File: src/hw/rtl/index_merge_sort_macros.svh
// Assertion macros shared by the argsort engine RTL.
`ifndef INDEX_MERGE_SORT_MACROS_SVH
`define INDEX_MERGE_SORT_MACROS_SVH

// Same-cycle implication checked on every clock edge outside reset.
`define IMS_ASSERT_NOW(label, clk, rst_n, ante, cons, msg) \
	label: assert property (@(posedge clk) disable iff (!rst_n) (ante) |-> (cons)) \
		else $error(msg);

// Next-cycle implication checked on every clock edge outside reset.
`define IMS_ASSERT_NEXT(label, clk, rst_n, ante, cons, msg) \
	label: assert property (@(posedge clk) disable iff (!rst_n) (ante) |=> (cons)) \
		else $error(msg);

`endif

File: src/hw/rtl/ims_pkg.sv
// Shared types and constants of the argsort engine.
`timescale 1ns / 1ps
package ims_pkg;
	localparam int MaxElements = 64;
	localparam int KeyBits = 16;

	typedef struct packed {
		logic [15:0] key;
		logic        last_key;
	} in_item_t;

	typedef struct packed {
		logic [5:0] position;
		logic       last_position;
	} out_item_t;

	typedef struct packed {
		logic key_wr;
		logic clr_i;
		logic inc_i;
		logic clr_j;
		logic inc_j;
		logic rd_i;
		logic rd_j;
		logic load_cur;
		logic clr_rank;
		logic pos_wr;
		logic clr_k;
		logic inc_k;
		logic out_rd;
		logic clr_count;
	} cmd_t;

	typedef struct packed {
		logic i_end;
		logic j_end;
		logic k_end;
	} status_t;
endpackage

File: src/hw/rtl/index_merge_sort.sv
// Top level of the argsort engine.
`timescale 1ns / 1ps
`include "index_merge_sort_macros.svh"
// Keys are loaded one per cycle while busy is low; the transfer with last_key set closes the
// set. The block then ranks each key by a full sweep over the key memory, so the sort time
// is set by the single read port of the key memory. After that one position per cycle comes
// out on result, marked by result_valid, one for each key, and busy falls once the last
// position has come out. The receiver cannot stall, so results must be taken as they appear.
// Keys beyond MAX_ELEMENTS are dropped.
module index_merge_sort import ims_pkg::*; #(
	parameter int MAX_ELEMENTS = MaxElements,
	parameter int KEY_BITS = KeyBits
) (
	input  logic      clk,
	input  logic      arst_n,
	input  logic      start,
	output logic      busy,
	input  in_item_t  item,
	output out_item_t result,
	output logic      result_valid
);
	cmd_t    cmd;
	status_t status;

	ims_controller u_ctrl (
		.clk     (clk),
		.arst_n  (arst_n),
		.start   (start),
		.last_key(item.last_key),
		.status  (status),
		.cmd     (cmd),
		.busy    (busy)
	);

	ims_datapath #(
		.MAX_ELEMENTS(MAX_ELEMENTS),
		.KEY_BITS    (KEY_BITS)
	) u_dp (
		.clk         (clk),
		.arst_n      (arst_n),
		.item        (item),
		.cmd         (cmd),
		.status      (status),
		.result      (result),
		.result_valid(result_valid)
	);

	`IMS_ASSERT_NOW(a_result_while_busy, clk, arst_n, result_valid, busy, "result outside sort")
	`IMS_ASSERT_NEXT(a_load_stays_idle, clk, arst_n, start && !busy && !item.last_key, !busy, "load left idle")
	`IMS_ASSERT_NEXT(a_last_starts_sort, clk, arst_n, start && !busy && item.last_key, busy, "sort not started")
	`IMS_ASSERT_NEXT(a_last_ends_run, clk, arst_n, result_valid && result.last_position, !result_valid, "result after last")
endmodule

File: src/hw/rtl/ims_datapath.sv
// Datapath of the argsort engine: key and position memories, counters and rank compare.
`timescale 1ns / 1ps
module ims_datapath import ims_pkg::*; #(
	parameter int MAX_ELEMENTS = MaxElements,
	parameter int KEY_BITS = KeyBits
) (
	input  logic      clk,
	input  logic      arst_n,
	input  in_item_t  item,
	input  cmd_t      cmd,
	output status_t   status,
	output out_item_t result,
	output logic      result_valid
);
	localparam int SW = (KEY_BITS < 16) ? KEY_BITS : 16;
	localparam int AW = (MAX_ELEMENTS > 1) ? $clog2(MAX_ELEMENTS) : 1;
	localparam int CW = $clog2(MAX_ELEMENTS + 1);

	logic [SW-1:0] kmem [MAX_ELEMENTS];
	logic [AW-1:0] pmem [MAX_ELEMENTS];
	logic [CW-1:0] count_q;
	logic [AW-1:0] i_q, j_q, k_q, rank_q;
	logic [SW-1:0] krd_s1, cur_q;
	logic [AW-1:0] jidx_s1, prd_s1;
	logic          cmp_s1, ovalid_s1, olast_s1;
	logic          full, less;
	logic [CW-1:0] n_last;

	assign full = (count_q == CW'(MAX_ELEMENTS));
	assign n_last = count_q - 1'b1;
	assign status.i_end = (CW'(i_q) == n_last);
	assign status.j_end = (CW'(j_q) == n_last);
	assign status.k_end = (CW'(k_q) == n_last);
	assign less = (krd_s1 < cur_q) || ((krd_s1 == cur_q) && (jidx_s1 < i_q));

	always_ff @(posedge clk) begin
		if (cmd.key_wr && !full) begin
			kmem[count_q[AW-1:0]] <= item.key[SW-1:0];
		end
		if (cmd.rd_i) begin
			krd_s1 <= kmem[i_q];
		end else if (cmd.rd_j) begin
			krd_s1 <= kmem[j_q];
		end
		if (cmd.pos_wr) begin
			pmem[rank_q] <= i_q;
		end
		if (cmd.out_rd) begin
			prd_s1 <= pmem[k_q];
		end
		if (cmd.load_cur) begin
			cur_q <= krd_s1;
		end
		jidx_s1 <= j_q;
	end

	always_ff @(posedge clk or negedge arst_n) begin
		if (!arst_n) begin
			count_q <= '0;
			i_q <= '0;
			j_q <= '0;
			k_q <= '0;
			rank_q <= '0;
			cmp_s1 <= 1'b0;
			ovalid_s1 <= 1'b0;
			olast_s1 <= 1'b0;
		end else begin
			if (cmd.clr_count) begin
				count_q <= '0;
			end else if (cmd.key_wr && !full) begin
				count_q <= count_q + 1'b1;
			end
			if (cmd.clr_i) begin
				i_q <= '0;
			end else if (cmd.inc_i) begin
				i_q <= i_q + 1'b1;
			end
			if (cmd.clr_j) begin
				j_q <= '0;
			end else if (cmd.inc_j) begin
				j_q <= j_q + 1'b1;
			end
			if (cmd.clr_k) begin
				k_q <= '0;
			end else if (cmd.inc_k) begin
				k_q <= k_q + 1'b1;
			end
			if (cmd.clr_rank) begin
				rank_q <= '0;
			end else if (cmp_s1 && less) begin
				rank_q <= rank_q + 1'b1;
			end
			cmp_s1 <= cmd.rd_j;
			ovalid_s1 <= cmd.out_rd;
			olast_s1 <= cmd.out_rd && status.k_end;
		end
	end

	assign result.position = 6'(prd_s1);
	assign result.last_position = olast_s1;
	assign result_valid = ovalid_s1;
endmodule

File: src/hw/rtl/ims_controller.sv
// Controller state machine of the argsort engine.
`timescale 1ns / 1ps
module ims_controller import ims_pkg::*; (
	input  logic    clk,
	input  logic    arst_n,
	input  logic    start,
	input  logic    last_key,
	input  status_t status,
	output cmd_t    cmd,
	output logic    busy
);
	localparam logic [2:0] S_IDLE   = 3'd0;
	localparam logic [2:0] S_RDI    = 3'd1;
	localparam logic [2:0] S_LATI   = 3'd2;
	localparam logic [2:0] S_SWEEP  = 3'd3;
	localparam logic [2:0] S_DRAIN  = 3'd4;
	localparam logic [2:0] S_WRITE  = 3'd5;
	localparam logic [2:0] S_OUT    = 3'd6;
	localparam logic [2:0] S_ODRAIN = 3'd7;

	logic [2:0] state_q, state_d;

	always_comb begin
		cmd = '0;
		state_d = state_q;
		case (state_q)
			S_IDLE: begin
				cmd.clr_i = 1'b1;
				if (start) begin
					cmd.key_wr = 1'b1;
					if (last_key) begin
						state_d = S_RDI;
					end
				end
			end
			S_RDI: begin
				cmd.rd_i = 1'b1;
				cmd.clr_j = 1'b1;
				cmd.clr_rank = 1'b1;
				state_d = S_LATI;
			end
			S_LATI: begin
				cmd.load_cur = 1'b1;
				state_d = S_SWEEP;
			end
			S_SWEEP: begin
				cmd.rd_j = 1'b1;
				cmd.inc_j = 1'b1;
				if (status.j_end) begin
					state_d = S_DRAIN;
				end
			end
			S_DRAIN: begin
				state_d = S_WRITE;
			end
			S_WRITE: begin
				cmd.pos_wr = 1'b1;
				cmd.inc_i = 1'b1;
				cmd.clr_k = 1'b1;
				state_d = status.i_end ? S_OUT : S_RDI;
			end
			S_OUT: begin
				cmd.out_rd = 1'b1;
				cmd.inc_k = 1'b1;
				if (status.k_end) begin
					state_d = S_ODRAIN;
				end
			end
			S_ODRAIN: begin
				cmd.clr_count = 1'b1;
				state_d = S_IDLE;
			end
			default: begin
				state_d = S_IDLE;
			end
		endcase
	end

	always_ff @(posedge clk or negedge arst_n) begin
		if (!arst_n) begin
			state_q <= S_IDLE;
		end else begin
			state_q <= state_d;
		end
	end

	assign busy = (state_q != S_IDLE);
endmodule

File: config.mk
export PLATFORM = sky130hd
export DESIGN_NAME = index_merge_sort
export DESIGN_NICKNAME = d
export VERILOG_FILES = /design/src/hw/rtl/ims_pkg.sv /design/src/hw/rtl/index_merge_sort.sv /design/src/hw/rtl/ims_datapath.sv /design/src/hw/rtl/ims_controller.sv
export VERILOG_INCLUDE_DIRS = /design/src /design/src/hw/rtl
export SDC_FILE = /design/constraint.sdc
export NUM_CORES = 2
export LEC_CHECK = 0
export BUFFER_PORTS_ARGS = -buffer_cell sky130_fd_sc_hd__buf_2
export CORE_MARGIN = 5
export CORE_UTILIZATION = 65
export CTS_BUF_LIST = sky130_fd_sc_hd__clkbuf_16
export DETAILED_ROUTE_END_ITERATION = 6
export PLACE_DENSITY = 0.81
export REMOVE_ABC_BUFFERS = 1
export SYNTH_ARGS = -nofsm -noshare
export SYNTH_HDL_FRONTEND = slang
export SYNTH_SLANG_ARGS = --single-unit
File: constraint.sdc
create_clock -name clk -period 8.08 [get_ports clk]
set_input_delay 1.616 -clock clk [delete_from_list [all_inputs] [get_ports clk]]
set_output_delay 1.616 -clock clk [all_outputs]
set_load 0.03 [all_outputs]
Yosys cells after proc, flatten, opt, wreduce, memory -nomap -nowiden --
Memory sizes are Yosys's and may differ from the RTL's. A register that Yosys moved wholly into a read port is not among the register bits. Index checks and enable logic that the tools add are counted.
Storage, ports and cells: RAM bits 1408, memories 2, flip-flop bits (word level) 75, output and inout port bits 9, logic and storage cells 83, input bits 20, latch bits 0, bits in read-only memories 0
Memory list:
- u_dp.kmem | depth 64, bits a word 16, read ports 2, clocked after memory_dff 0, wr ports 1, line ims_datapath.sv:19 | logic [SW-1:0] kmem [MAX_ELEMENTS];
- u_dp.pmem | depth 64, bits a word 6, read ports 1, clocked after memory_dff 1, wr ports 1, line ims_datapath.sv:20 | logic [AW-1:0] pmem [MAX_ELEMENTS];
Operators by class: multiply operators 0, muxes and demuxes 31, $lt $le $gt $ge 2, bitwise operators 0, reduce and logical (&&, ||, !) cells 14, eq/ne operators 16, shifts and indexed selects 0, divide/modulo/power cells 0, add/sub/neg operators 6
Operator list (number):
- 6-bit two-way mux | 8
- 16-bit two-way mux | 2
- 6-bit by 1-bit adder with 6-bit output, second input constant | 4
- 3-bit case mux with 8 select lines | 1
- 6-bit by 7-bit == test with 1-bit output | 3
- 16-bit == test | 1
- 16-bit less-than comparator | 1
- 3-bit two-way mux | 5
- 7-bit two-way mux | 2
- 3-bit == test, second input constant | 4
- 1-bit two-way mux | 10
- 2-bit nonzero test | 5
- 7-bit by 1-bit adder with 7-bit output, second input constant | 1
- 7-bit == test, second input constant | 1
- 7-bit by 1-bit subtractor with 7-bit output, second input constant | 1
- 3-bit by 2-bit == test with 1-bit output, second input constant | 2
- 6-bit less-than comparator | 1
- 2-bit two-way mux | 3
- 2-bit inequality test, second input constant | 3
- 1-bit logical AND | 4
- 4-bit AND reduction | 1
- 3-bit by 1-bit == test with 1-bit output, second input constant | 1
- 3-bit logical NOT | 1
- 3-bit nonzero test | 1
- 3 further kinds | 3

Logic depth before layout (Yosys ltp) --
depth after elaboration 6, depth in mapped cells 11

Modules after synthesis --
From an unflattened synthesis, not the netlist that was laid out.
Second synthesis, totals: cells, all modules 3515, area, all modules 65939.5 sq um
Modules (own cells, without submodules):
- ims_datapath | instances 1, cells each 3479, sequential area each 44392.6 sq um, area each 65624.2 sq um
- ims_controller | instances 1, cells each 36, sequential area each 75.1 sq um, area each 315.3 sq um

Worst setup path after synthesis --
OpenSTA, ideal clock, no wires.
path kind input port to flip-flop, start input start, end memory u_dp.kmem[27][0] (netlist bit) (enable), library setup time 0.389 ns, data required time 7.691 ns, stages 4, arrival 2.906 ns, slack 4.785 ns, path buffers 0, cells stage by stage o311ai_0 -> nor2_1 -> nand3_1 -> nor2_1
On the way: cells in the longest elaborated chain, start to end 5
RTL lines:
- from (decl) | line index_merge_sort.sv:16 | input logic start,
- 1-bit two-way mux | line ims_controller.sv:29 | if (start) begin
- 2-bit two-way mux | line ims_controller.sv:26 | case (state_q)
- 1-bit logical AND | line ims_datapath.sv:37 | if (cmd.key_wr && !full) begin
- 1-bit two-way mux | line ims_datapath.sv:37
- 1-bit two-way mux (not written as such) | line ims_datapath.sv:38 | kmem[count_q[AW-1:0]] <= item.key[SW-1:0];
- to (decl) | line ims_datapath.sv:19
Every way passes these cells.

Final worst setup path --
start register u_ctrl.state_q[1], end memory u_dp.kmem[55][2] (netlist bit) (enable)
On the way: cells in the longest elaborated chain, start to end 5
RTL lines:
- from (decl) | line ims_controller.sv:21 | logic [2:0] state_q, state_d;
- from (signal assigned) | line ims_controller.sv:83 | state_q <= state_d;
- 3-bit logical NOT | line ims_controller.sv:26
- 2-bit two-way mux | line ims_controller.sv:26
- 1-bit logical AND | line ims_datapath.sv:37
- 1-bit two-way mux | line ims_datapath.sv:37
- 1-bit two-way mux (not written as such) | line ims_datapath.sv:38
Every way passes these cells.

==> metrics.txt <==
drt via density=about 7.6; routed wire length=176 mm; H-tree depth reported by CTS=4; number of iterations in the first detailed-routing pass=7; Fmax=between 200 and 250 MHz; maximum cell stage delay along the critical path=1.18 ns; aggregate global routing overflow=0; total via count in the routed design=between 30000 and 40000; library cells used by synthesis=60; clock tree from TritonCTS=yes; DRC Markers=0; routability-driven placement congestion ratio=0.964; number of antenna violations at the first check in global routing=5; type of the worst min-delay path=reg -> reg; worst slack at placement=3.61 ns; total power divided by cell area=208 mW/mm2; clk slew on worst S/H paths=0.06 ns; final setup margin=around 3.8 ns; CP Data Arrival Time=4.68 ns; maximum number of pins on one net before global-route repair=103; area share of the largest cell type after synthesis=65.7%; final hold vios=0; full die area=0.108 mm2; number of port buffers=28; number of primary I/O pins=29; run status=finished clean; required time at the endpoint of the critical path=8.46 ns; largest driver fanout on the critical path=25; root buffer cell=clkbuf_16; remaining antenna violation count=0; layout overhead on the synthesized area=8.78%; Cells after Synth=3517; crit end category=register; hold bufs inserted after CTS=0; commonest non-fill, non-tap cell in the layout=edfxtp_1; area leader, netlist=edfxtp_1; cells along the critical path=nor3_2 -> and3_1 -> nand3_1 -> nor2_2; Worst setup startpoint=u_ctrl.state_q[1]; Least-Margin Pin Slew=around 1.4 ns; clock latency of the later-clocked register in the worst-skew pair=0.78 ns; count of yosys warnings during synthesis=0; dominant delay contributor by cell family on the critical path=simple AND/OR/NAND/NOR gates; Core ar.=0.101 mm2; vertical die dimension=between 300 and 400 um; sequential area share after synthesis=67.3%; die outline width=329 um; number of global-route vias before repair=38100; starting DRC count in detailed routing=6346; cell depth of the worst flop-to-flop path=4; R2R Setup Slk=3.78 ns; top_reg_cell synth=edfxtp_1; number of pins exceeding their max-slew limit in the final report=0; Routed wire per std cell=35.2 um; proportion of register bits with asynchronous set or reset after synthesis=2.48%; end of the worst hold path=u_dp.cur_q[9]; WHS Path Cells=0; buffers plus inverters on the worst setup path=0; setup repair after global routing missed its margin=no; Crit Path Class=reg -> reg; number of buffers added by the clock tree synthesis step=147; wire length of the first global-routing pass=257 mm; number of gates resized after CTS=0; combined area of all synthesized cells=0.0661 mm2; Reg-to-Reg Start=u_ctrl.state_q[1]; gr usage total=32.9%; Startpoint Class=register; layout net count=3562; final HPWL from detailed placement=103 mm; fin crit period=approximately 4.3 ns; floorplan row count=117; largest vdd supply drop=0.000230 V; final clock period utilization by the worst path=a little over half; top cells by area, synth=edfxtp_1 66%, mux4_2 17%, mux2i_1 4.0%, dfrtp_1 1.4%, a22oi_1 1.2%; maximum clock skew at final layout=between 0.03 and 0.04 ns; number of maximum-capacitance violations=0; Post-Synthesis Mean Instance Area=18.8 um2; worst slew margin relative to its limit=9.53%; total number of clock tree sinks=1489; number of setup buffers added after CTS=0; worst flop-to-flop path endpoint=u_dp.kmem[55][2]; share of cells above drive strength 1=24.5%; final-layout fill cell count=5988; initial core utilization=about two thirds; cell leakage power=0.0221 uW; launch point of the worst hold path=u_dp.krd_s1[9]; highest-count cells in the layout ignoring fill and taps=1446 x edfxtp_1, 504 x mux4_2, 262 x mux2i_1; flops & latches, synth=1489; final count of negative-setup-slack endpoints=0; final worst hold slack=roughly 0.46 ns; slowest stage cell, crit path=nor2_2; EDFF count, synth=1446; maximum clock insertion buffer count=3
## synthesized netlist by cell type (all sizes together), types with 53 or more instances
| cell | instances |
|---|---|
| edfxtp | 1446 |
| nand2 | 133 |
| buf | 153 |
| a211oi | 73 |
| o22ai | 53 |
| clkbuf | 104 |
| mux4 | 504 |
| mux2i | 262 |
| nor2 | 163 |
| o221ai | 89 |
| a22oi | 104 |
| a21oi | 108 |
## cell families (layout without fill, tap and decap cells)
family	Yosys count	count (layout)	synth area share (%)
muxes	766	766	21.1
adders and majority gates	28	28	0.530
DFF	1489	1489	67.3
xor gates and xnor gates	33	33	0.437
AOI/OAI and AO/OA	528	528	5.72
and+or+nand+nor	385	385	2.53
other	0	1	0
buffers and inverters	288	398	2.33
## registers in the layout, indices dropped and copies added, names as in the netlist
name,flops
u_ctrl.state_q,3
u_dp.cmp_s1,1
u_dp.count_q,7
u_dp.cur_q,16
u_dp.i_q,6
u_dp.j_q,6
u_dp.jidx_s1,6
u_dp.k_q,6
u_dp.kmem,1024
u_dp.krd_s1,16
u_dp.olast_s1,1
u_dp.pmem,384
u_dp.prd_s1,6
u_dp.rank_q,6
u_dp.result_valid,1
## metrics by stage
stage	power [uW]	cells	util [%]	instance area, um2	TNS [ns]
2_1_floorplan	8590	3260	-	64600	-565.70
3_5_place_dp	8700	4733	66.5	67400	0
3_3_place_gp	8690	4733	66.5	67400	0
5_1_grt	15300	4995	71.0	71900	0
4_1_cts	15000	4995	71.0	71900	0
6_report	15000	4996	71.0	71900	0
## power by group
| part | total, uW | switching, uW | internal [uW] |
|---|---|---|---|
| Clock | 6430 | 2940 | 3490 |
| Sequential | 8430 | 0 | 8430 |
| Combinational | 110 | 102 | 8.21 |
## how the worst max path moves through the flow
stage                        endpoint  slack [ns]  depth (start not counted)
floorplan             u_dp.pmem[0][0]       -5.82                          0
global placement    u_dp.kmem[55][14]        3.69                          4
detailed placement  u_dp.kmem[55][14]        3.61                          4
global route           u_dp.krd_s1[1]        3.71                          7
CTS                              busy        3.88                          3
finish               u_dp.kmem[55][2]        3.78                          4
## routing by layer
layer	global-route usage [%]	up-vias	part of all wire (%)
li1	-	14800	-
met1	44.8	19400	34
met2	51.7	3201	48
met3	8.74	502	13
met4	13.4	6	4.8
met5	0	-	0.019
## layout make-up
cell class / instances / area, um2 / share of cell area, %
flip-flops and latches: 1489 / 44500 / 61.9
repair buffers: 105 / 831 / 1.16
clock inverters: 114 / 782 / 1.09
clock buffers: 148 / 3700 / 5.15
diodes: 1 / 2.50 / 0.00348
multi-input cells: 1740 / 20200 / 28.1
well taps: 1368 / 1710 / 2.38
inverters: 31 / 116 / 0.162
No activity file was read; power rests on OpenSTA's default activity.
